[config.mk]
export PLATFORM = sky130hd
export DESIGN_NAME = i2c_master_bit_sequencer
export DESIGN_NICKNAME = d
export VERILOG_FILES = /design/src/rtl/core/i2cms_pkg.sv /design/src/rtl/core/i2cms_in_reg.sv /design/src/rtl/core/i2cms_engine.sv /design/src/rtl/core/i2c_master_bit_sequencer.sv
export SDC_FILE = /design/constraint.sdc
export NUM_CORES = 1
export LEC_CHECK = 0
export BUFFER_PORTS_ARGS = -buffer_cell sky130_fd_sc_hd__buf_2
export CAP_MARGIN = 30
export CORE_MARGIN = 4
export CORE_UTILIZATION = 45
export DETAILED_ROUTE_END_ITERATION = 7
export HOLD_SLACK_MARGIN = 0.02
export SYNTH_ARGS = -nofsm -noshare
export SYNTH_HDL_FRONTEND = slang
export SYNTH_SLANG_ARGS = --single-unit
[constraint.sdc]
create_clock -name clk -period 4.9 [get_ports clk]
set_clock_uncertainty 0.15 [all_clocks]
set_input_delay 0.245 -clock clk [delete_from_list [all_inputs] [get_ports clk]]
set_output_delay 0.245 -clock clk [all_outputs]
set_load 0.05 [all_outputs]
[src/rtl/core/i2cms_pkg.sv]
package i2cms_pkg;

    localparam int BYTE_BITS = 8;
    localparam int BIT_CNT_W = $clog2(BYTE_BITS + 1);
    localparam int PHASE_W   = 3;

    localparam logic [7:0] ACK_TIMEOUT_RESET = 8'd250;

    // Command codes as they arrive in the func field.
    localparam logic [2:0] FUNC_START = 3'd0;
    localparam logic [2:0] FUNC_STOP  = 3'd1;
    localparam logic [2:0] FUNC_WRITE = 3'd2;
    localparam logic [2:0] FUNC_WAIT  = 3'd3;
    localparam logic [2:0] FUNC_READ  = 3'd4;

    typedef enum logic [5:0] {
        CMD_IDLE  = 6'b000001,
        CMD_START = 6'b000010,
        CMD_STOP  = 6'b000100,
        CMD_WRITE = 6'b001000,
        CMD_WAIT  = 6'b010000,
        CMD_READ  = 6'b100000
    } cmd_t;

    typedef struct packed {
        logic                 cmd_valid;
        logic [2:0]           func;
        logic [BYTE_BITS-1:0] tx_byte;
        logic                 tx_ack;
        logic                 sda_in;
    } tick_t;

    typedef struct packed {
        logic                 scl;
        logic                 sda_out;
        logic                 sda_oe;
        logic                 busy_res;
        logic                 done_res;
        logic [BYTE_BITS-1:0] rx_byte;
        logic                 ack_error;
    } res_t;

endpackage

[src/rtl/core/i2cms_in_reg.sv]
module i2cms_in_reg
    import i2cms_pkg::*;
(
    input  logic  clk,
    input  logic  rst_n,
    input  logic  tick_valid,
    output logic  tick_ready,
    input  tick_t tick,
    output logic  hold_valid,
    input  logic  hold_pop,
    output tick_t hold
);

    logic  valid_reg;
    tick_t data_reg;

    // The register takes a new transaction whenever it is empty or is being drained.
    assign tick_ready = !valid_reg || hold_pop;
    assign hold_valid = valid_reg;
    assign hold       = data_reg;

    always_ff @(posedge clk or negedge rst_n)
    begin
        if (!rst_n)
        begin
            valid_reg <= 1'b0;
        end
        else if (tick_ready)
        begin
            valid_reg <= tick_valid;
        end
    end

    always_ff @(posedge clk)
    begin
        if (tick_valid && tick_ready)
        begin
            data_reg <= tick;
        end
    end

endmodule

[src/rtl/core/i2cms_engine.sv]
module i2cms_engine
    import i2cms_pkg::*;
(
    input  logic       clk,
    input  logic       rst_n,
    input  logic       step_en,
    input  tick_t      item,
    input  logic [7:0] ack_timeout,
    output res_t       result
);

    cmd_t                 cmd_reg, cmd_next;
    logic [PHASE_W-1:0]   phase_reg, phase_next;
    logic [BIT_CNT_W-1:0] bit_reg, bit_next;
    logic [BYTE_BITS-1:0] shift_reg, shift_next;
    logic [7:0]           wait_reg, wait_next;
    logic                 scl_reg, scl_next;
    logic                 sda_reg, sda_next;
    logic                 oe_reg, oe_next;
    logic                 fail_reg, fail_next;
    logic [BYTE_BITS-1:0] rx_reg, rx_next;
    logic                 busy, fin;
    logic                 stop_do;
    logic [PHASE_W-1:0]   stop_k;

    always_comb
    begin
        cmd_next   = cmd_reg;
        phase_next = phase_reg;
        bit_next   = bit_reg;
        shift_next = shift_reg;
        wait_next  = wait_reg;
        scl_next   = scl_reg;
        sda_next   = sda_reg;
        oe_next    = oe_reg;
        fail_next  = fail_reg;
        rx_next    = rx_reg;
        fin        = 1'b0;
        stop_do    = 1'b0;
        stop_k     = '0;

        // A command is taken only while idle; unknown func codes are dropped.
        if (cmd_reg == CMD_IDLE && item.cmd_valid)
        begin
            case (item.func)
                FUNC_START: cmd_next = CMD_START;
                FUNC_STOP:  cmd_next = CMD_STOP;
                FUNC_WRITE: cmd_next = CMD_WRITE;
                FUNC_WAIT:  cmd_next = CMD_WAIT;
                FUNC_READ:  cmd_next = CMD_READ;
                default:    cmd_next = CMD_IDLE;
            endcase
            phase_next = '0;
            bit_next   = '0;
            case (cmd_next)
                CMD_WRITE: shift_next = item.tx_byte;
                CMD_WAIT:  fail_next  = 1'b0;
                CMD_READ:
                begin
                    shift_next = '0;
                    sda_next   = item.tx_ack;
                end
                default: ;
            endcase
        end

        busy = (cmd_next != CMD_IDLE);

        case (cmd_next)
            CMD_START:
            begin
                case (phase_next)
                    3'd0: scl_next = 1'b0;
                    3'd1:
                    begin
                        oe_next  = 1'b1;
                        sda_next = 1'b1;
                    end
                    3'd2: scl_next = 1'b1;
                    3'd3: sda_next = 1'b0;
                    default:
                    begin
                        scl_next = 1'b0;
                        fin      = 1'b1;
                    end
                endcase
                phase_next = phase_next + 3'd1;
            end
            CMD_STOP:
            begin
                stop_do    = 1'b1;
                stop_k     = phase_next;
                phase_next = phase_next + 3'd1;
            end
            CMD_WRITE:
            begin
                case (phase_next)
                    3'd0:
                    begin
                        scl_next   = 1'b0;
                        oe_next    = 1'b1;
                        phase_next = 3'd1;
                    end
                    3'd1:
                    begin
                        sda_next   = shift_next[BYTE_BITS-1];
                        phase_next = 3'd2;
                    end
                    3'd2:
                    begin
                        scl_next   = 1'b1;
                        phase_next = 3'd3;
                    end
                    default:
                    begin
                        scl_next   = 1'b0;
                        shift_next = {shift_next[BYTE_BITS-2:0], 1'b0};
                        bit_next   = bit_next + BIT_CNT_W'(1);
                        if (bit_next >= BIT_CNT_W'(BYTE_BITS))
                        begin
                            fin = 1'b1;
                        end
                        else
                        begin
                            phase_next = 3'd1;
                        end
                    end
                endcase
            end
            CMD_WAIT:
            begin
                case (phase_next)
                    3'd0:
                    begin
                        scl_next   = 1'b0;
                        oe_next    = 1'b0;
                        sda_next   = 1'b1;
                        phase_next = 3'd1;
                    end
                    3'd1:
                    begin
                        scl_next   = 1'b1;
                        wait_next  = '0;
                        phase_next = 3'd2;
                    end
                    3'd2:
                    begin
                        if (!item.sda_in)
                        begin
                            scl_next = 1'b0;
                            fin      = 1'b1;
                        end
                        else
                        begin
                            wait_next = wait_next + 8'd1;
                            if (wait_next >= ack_timeout)
                            begin
                                fail_next  = 1'b1;
                                phase_next = 3'd3;
                            end
                        end
                    end
                    default:
                    begin
                        // Timed out: run the stop sequence from phase three on.
                        stop_do    = 1'b1;
                        stop_k     = phase_next - 3'd3;
                        phase_next = phase_next + 3'd1;
                    end
                endcase
            end
            CMD_READ:
            begin
                case (phase_next)
                    3'd0:
                    begin
                        scl_next   = 1'b0;
                        oe_next    = 1'b0;
                        phase_next = 3'd1;
                    end
                    3'd1:
                    begin
                        scl_next   = 1'b1;
                        phase_next = 3'd2;
                    end
                    3'd2:
                    begin
                        shift_next = {shift_next[BYTE_BITS-2:0], item.sda_in};
                        scl_next   = 1'b0;
                        bit_next   = bit_next + BIT_CNT_W'(1);
                        phase_next = (bit_next >= BIT_CNT_W'(BYTE_BITS)) ? 3'd3 : 3'd1;
                    end
                    3'd3:
                    begin
                        oe_next    = 1'b1;
                        phase_next = 3'd4;
                    end
                    3'd4:
                    begin
                        scl_next   = 1'b1;
                        phase_next = 3'd5;
                    end
                    default:
                    begin
                        scl_next = 1'b0;
                        rx_next  = shift_next;
                        fin      = 1'b1;
                    end
                endcase
            end
            default: ;
        endcase

        if (stop_do)
        begin
            case (stop_k)
                3'd0: scl_next = 1'b0;
                3'd1:
                begin
                    oe_next  = 1'b1;
                    sda_next = 1'b0;
                end
                3'd2: scl_next = 1'b1;
                default:
                begin
                    sda_next = 1'b1;
                    fin      = 1'b1;
                end
            endcase
        end

        if (fin)
        begin
            cmd_next   = CMD_IDLE;
            phase_next = '0;
            bit_next   = '0;
        end
    end

    always_ff @(posedge clk or negedge rst_n)
    begin
        if (!rst_n)
        begin
            cmd_reg   <= CMD_IDLE;
            phase_reg <= '0;
            bit_reg   <= '0;
            shift_reg <= '0;
            wait_reg  <= '0;
            scl_reg   <= 1'b0;
            sda_reg   <= 1'b0;
            oe_reg    <= 1'b1;
            fail_reg  <= 1'b0;
            rx_reg    <= '0;
        end
        else if (step_en)
        begin
            cmd_reg   <= cmd_next;
            phase_reg <= phase_next;
            bit_reg   <= bit_next;
            shift_reg <= shift_next;
            wait_reg  <= wait_next;
            scl_reg   <= scl_next;
            sda_reg   <= sda_next;
            oe_reg    <= oe_next;
            fail_reg  <= fail_next;
            rx_reg    <= rx_next;
        end
    end

    always_comb
    begin
        result.scl       = scl_next;
        result.sda_out   = sda_next;
        result.sda_oe    = oe_next;
        result.busy_res  = busy;
        result.done_res  = fin;
        result.rx_byte   = rx_next;
        result.ack_error = fail_next;
    end

endmodule

[src/rtl/core/i2c_master_bit_sequencer.sv]
// I2C master line sequencer, stepped by one half-bit tick per input transaction.
// Input channel (tick_valid / tick_ready / tick): each transaction carries the sampled
// SDA level and, when the sequencer is idle, an optional command (start, stop, write
// byte, wait for acknowledge, read byte with a trailing ACK or NACK bit).
// Output channel (res_valid / res_ready / res): exactly one result transaction per
// input transaction, in order, giving the SCL and SDA drive levels, busy and done
// flags, the last received byte and the acknowledge-failure flag.
// Configuration: cfg_we writes cfg_wdata into the acknowledge timeout (in ticks);
// write it only while no transaction is in flight.
// A transaction is captured in the input register; once the result slot is free the
// sequencer steps and the result register is loaded. Throughput is one transaction per
// cycle while the receiver takes each result without stalling.
// Reset clears both valid flags, drives SCL low with SDA driven low, clears the state
// machine to idle and loads the timeout with 250.
// When the receiver stalls, the result is held, the input register keeps at most one
// more transaction, and tick_ready drops until the result is taken.
module i2c_master_bit_sequencer
    import i2cms_pkg::*;
(
    input  logic       clk,
    input  logic       rst_n,
    input  logic       tick_valid,
    output logic       tick_ready,
    input  tick_t      tick,
    output logic       res_valid,
    input  logic       res_ready,
    output res_t       res,
    input  logic       cfg_we,
    input  logic [7:0] cfg_wdata
);

    logic       hold_valid;
    logic       advance;
    tick_t      hold;
    res_t       step_res;
    logic       res_valid_reg;
    res_t       res_reg;
    logic [7:0] timeout_reg;

    // The state machine steps whenever a captured tick exists and the result slot frees.
    assign advance = hold_valid && (!res_valid_reg || res_ready);

    i2cms_in_reg u_in_reg (
        .clk        (clk),
        .rst_n      (rst_n),
        .tick_valid (tick_valid),
        .tick_ready (tick_ready),
        .tick       (tick),
        .hold_valid (hold_valid),
        .hold_pop   (advance),
        .hold       (hold)
    );

    i2cms_engine u_engine (
        .clk         (clk),
        .rst_n       (rst_n),
        .step_en     (advance),
        .item        (hold),
        .ack_timeout (timeout_reg),
        .result      (step_res)
    );

    always_ff @(posedge clk or negedge rst_n)
    begin
        if (!rst_n)
        begin
            timeout_reg <= ACK_TIMEOUT_RESET;
        end
        else if (cfg_we)
        begin
            timeout_reg <= cfg_wdata;
        end
    end

    always_ff @(posedge clk or negedge rst_n)
    begin
        if (!rst_n)
        begin
            res_valid_reg <= 1'b0;
        end
        else if (advance)
        begin
            res_valid_reg <= 1'b1;
        end
        else if (res_ready)
        begin
            res_valid_reg <= 1'b0;
        end
    end

    // The result payload only changes when a new step is loaded.
    always_ff @(posedge clk)
    begin
        if (advance)
        begin
            res_reg <= step_res;
        end
    end

    assign res_valid = res_valid_reg;
    assign res       = res_reg;

endmodule

==> results.tsv <==
metric	value	unit
io_pins	43	
ir_drop	186	uV
cp-end-kind	flip-flop	
total_power	2.63	mW
cts.sinks	79	
synth-seq-cells	79	
drtAntennaViolNets	0	
cts_max_level	3	
grt_max_degree	52	
drv_cap	0	
async_flop_share	64.6	%
met1_length	5440	um
reg2reg_from	u_engine.cmd_reg[0]	
antenna_found_initial	0	
ys.flop_type	dfrtp_1	
power_density	499	mW/mm^2
via_per_inst	5.69	
slew_violations	0	
status	completed	
rsz0062_at_grt	no	
gp_congestion	0.921	
fp.coreArea	0.00977	mm^2
fin_nets	542	
root_buffer	clkbuf_8	
finalSetupViolations	0	
cts_buffers	9	
postSynthAreaPerCell	10.1	um^2
crit_arrival	4.02	ns
cp_data_required_time	5.05	ns
fin_setup_tns	0	ns
overflow	0	
clk_latency	0.36	ns
drt_drc_violations_left	0	
grtUsageTotal	19.8	%
routed-wl-met2	4680	um
cts_max_path_buffers	2	
cts_setup_buffers	0	
grt_pass1_vias	3486	
synth_enable_flop_cells	28	
drt_pass1_iterations	6	
p_leak	2.22	nW
netlist_area	0.00450	mm^2
synth_warnings	0	
hold_class	input port to flip-flop	
cts_resized	0	
routed_wl	10900	um
area_delta_synth_final	17.0	%
layout_min_cycle_time	3.87	ns
min_from	cfg_we	
finalHoldViolCount	0	
n_antenna_cell	0	
crit_fanout	12	
rows	36	
die-area	0.0117	mm^2
vias	3651	
finalCritPeriodShare	78.9	%
fmax	259	MHz
drt_iter0_drc	295	
die_h	108	um
placed_cell_area	0.00481	mm^2
drive_above_1_share	21.0	%
die-width	108	um
startpoint_type	flip-flop	
max_slew_margin	47.3	%
seq_area_frac_synth	47.3	%
dp_hpwl	7470	um
synthCells	445	
synth.distinct_cells	70	
holdWs	0.0577	ns
worst_pin_slew	0.783	ns
crit_start	u_engine.cmd_reg[0]	
crit_type	flip-flop to flip-flop	
fin_ws	1.03	ns
cts_tree	built	
synth_nets	483	
routed-wl-met3	651	um
initial_utilization	46.0	%
clkTransAtPathRegs	0.09	ns
port_buffers	42	
top_layer_used	met4	
wl_per_cell	17.0	um
grt_pass1_wl	18100	um
pre_cts_ws	1.10	ns
final_area	0.00526	mm^2
## power breakdown
group	switching (mW)	internal [mW]
Clock	0.268	0.242
Combinational	0.699	0.421
Sequential	0.164	0.831
## cells in the mapped netlist, drive strengths merged, types with 4 or more instances
cell type / n / share of area [%]
mux2i: 8 / 1.8
a22o: 14 / 2.7
nand2: 55 / 4.6
ha: 11 / 3.1
and2: 5 / 0.70
nor3: 5 / 0.92
edfxtp: 28 / 19
clkbuf: 17 / 1.4
nand4: 4 / 0.56
nand2b: 9 / 1.3
and3: 8 / 1.1
dfrtp: 43 / 24
a21oi: 18 / 2.0
mux2: 19 / 4.8
dfstp: 8 / 4.7
a31oi: 4 / 0.56
a211oi: 6 / 1.2
nand3: 15 / 1.7
inv: 13 / 1.1
nor2: 29 / 2.5
xnor2: 6 / 1.2
nor4: 4 / 1.0
buf: 7 / 0.92
a21o: 8 / 1.3
or4: 4 / 0.67
nor2b: 5 / 0.70
o21ai: 43 / 4.8
a41oi: 5 / 0.97
## kinds of logic (layout without fill, tap and decap cells)
kind of cell | count (synthesis) | in the layout | synth area share, %
buf+inv | 37 | 101 | 3.42
xor+xnor | 9 | 9 | 1.75
simple gates | 157 | 157 | 18.6
fa+ha+maj | 11 | 11 | 3.06
mux | 27 | 27 | 6.53
compound gates | 125 | 125 | 19.4
flops | 79 | 79 | 47.3
## path summary, 6_finish.rpt
check | to | slack (ns) | cells after the start
worst max-delay path | u_engine.bit_reg[2] | 1.03 | 11
worst min-delay path | timeout_reg[1] | 0.06 | 3
worst max register to register | u_engine.bit_reg[2] | 1.03 | 11
worst min register to register | u_engine.oe_reg | 0.32 | 2
max in group asynchronous | u_engine.shift_reg[6] | 3.75 | 3
min in group asynchronous | timeout_reg[0] | 0.39 | 3
## cell type report
type	count	area, um^2
Clock buffer	9	124
Clock inverter	7	80.1
Fill cell	891	4510
Inverter	13	48.8
Multi-Input combinational cell	329	2220
Sequential cell	79	2130
Tap cell	133	166
Timing Repair Buffer	72	498
## repair_timing
action | CTS | global route
endpoints found under the hold margin | 67 | 0
hold buffers | 25 | 0
setup endpoints to repair | 0 | 0
## cell usage in the layout (no fill, tap or decap), types with 11 or more instances in the layout
| master | synthesis | layout |
|---|---|---|
| nand2_1 | 54 | 54 |
| dfrtp_1 | 43 | 43 |
| buf_2 | 6 | 42 |
| o21ai_0 | 35 | 35 |
| nor2_1 | 28 | 28 |
| edfxtp_1 | 28 | 28 |
| dlygate4sd3_1 | 0 | 25 |
| a21oi_1 | 18 | 18 |
| mux2_2 | 18 | 18 |
| nand3_1 | 15 | 15 |
| a22o_1 | 14 | 14 |
| inv_1 | 12 | 12 |
| ha_1 | 11 | 11 |
## stage by stage
step / std cells / utilization (%)
global route: 642 / 53.8
floorplan: 445 / -
global placement: 601 / 49.2
detailed placement: 601 / 49.2
CTS: 642 / 53.8
finish: 642 / 53.8
## worst max-delay path: stages (launching register included)
cell and delay [ns]:
dfstp_2 0.59, nor3b_4 0.34, nand3_1 0.48, nand2_2 0.34
ha_1 0.29, nand2b_1 0.15, mux2_1 0.31, a211oi_2 0.30
o21a_4 0.22, inv_2 0.06, or4_1 0.49, nand3_1 0.09
## per-layer routing
metal / track usage [%] / vias up
li1: - / 1765
met1: 30.1 / 1749
met2: 28.6 / 125
met3: 3.64 / 12
met4: 5.95 / 0
met5: 0 / -
(Power assumes the default switching activity.)
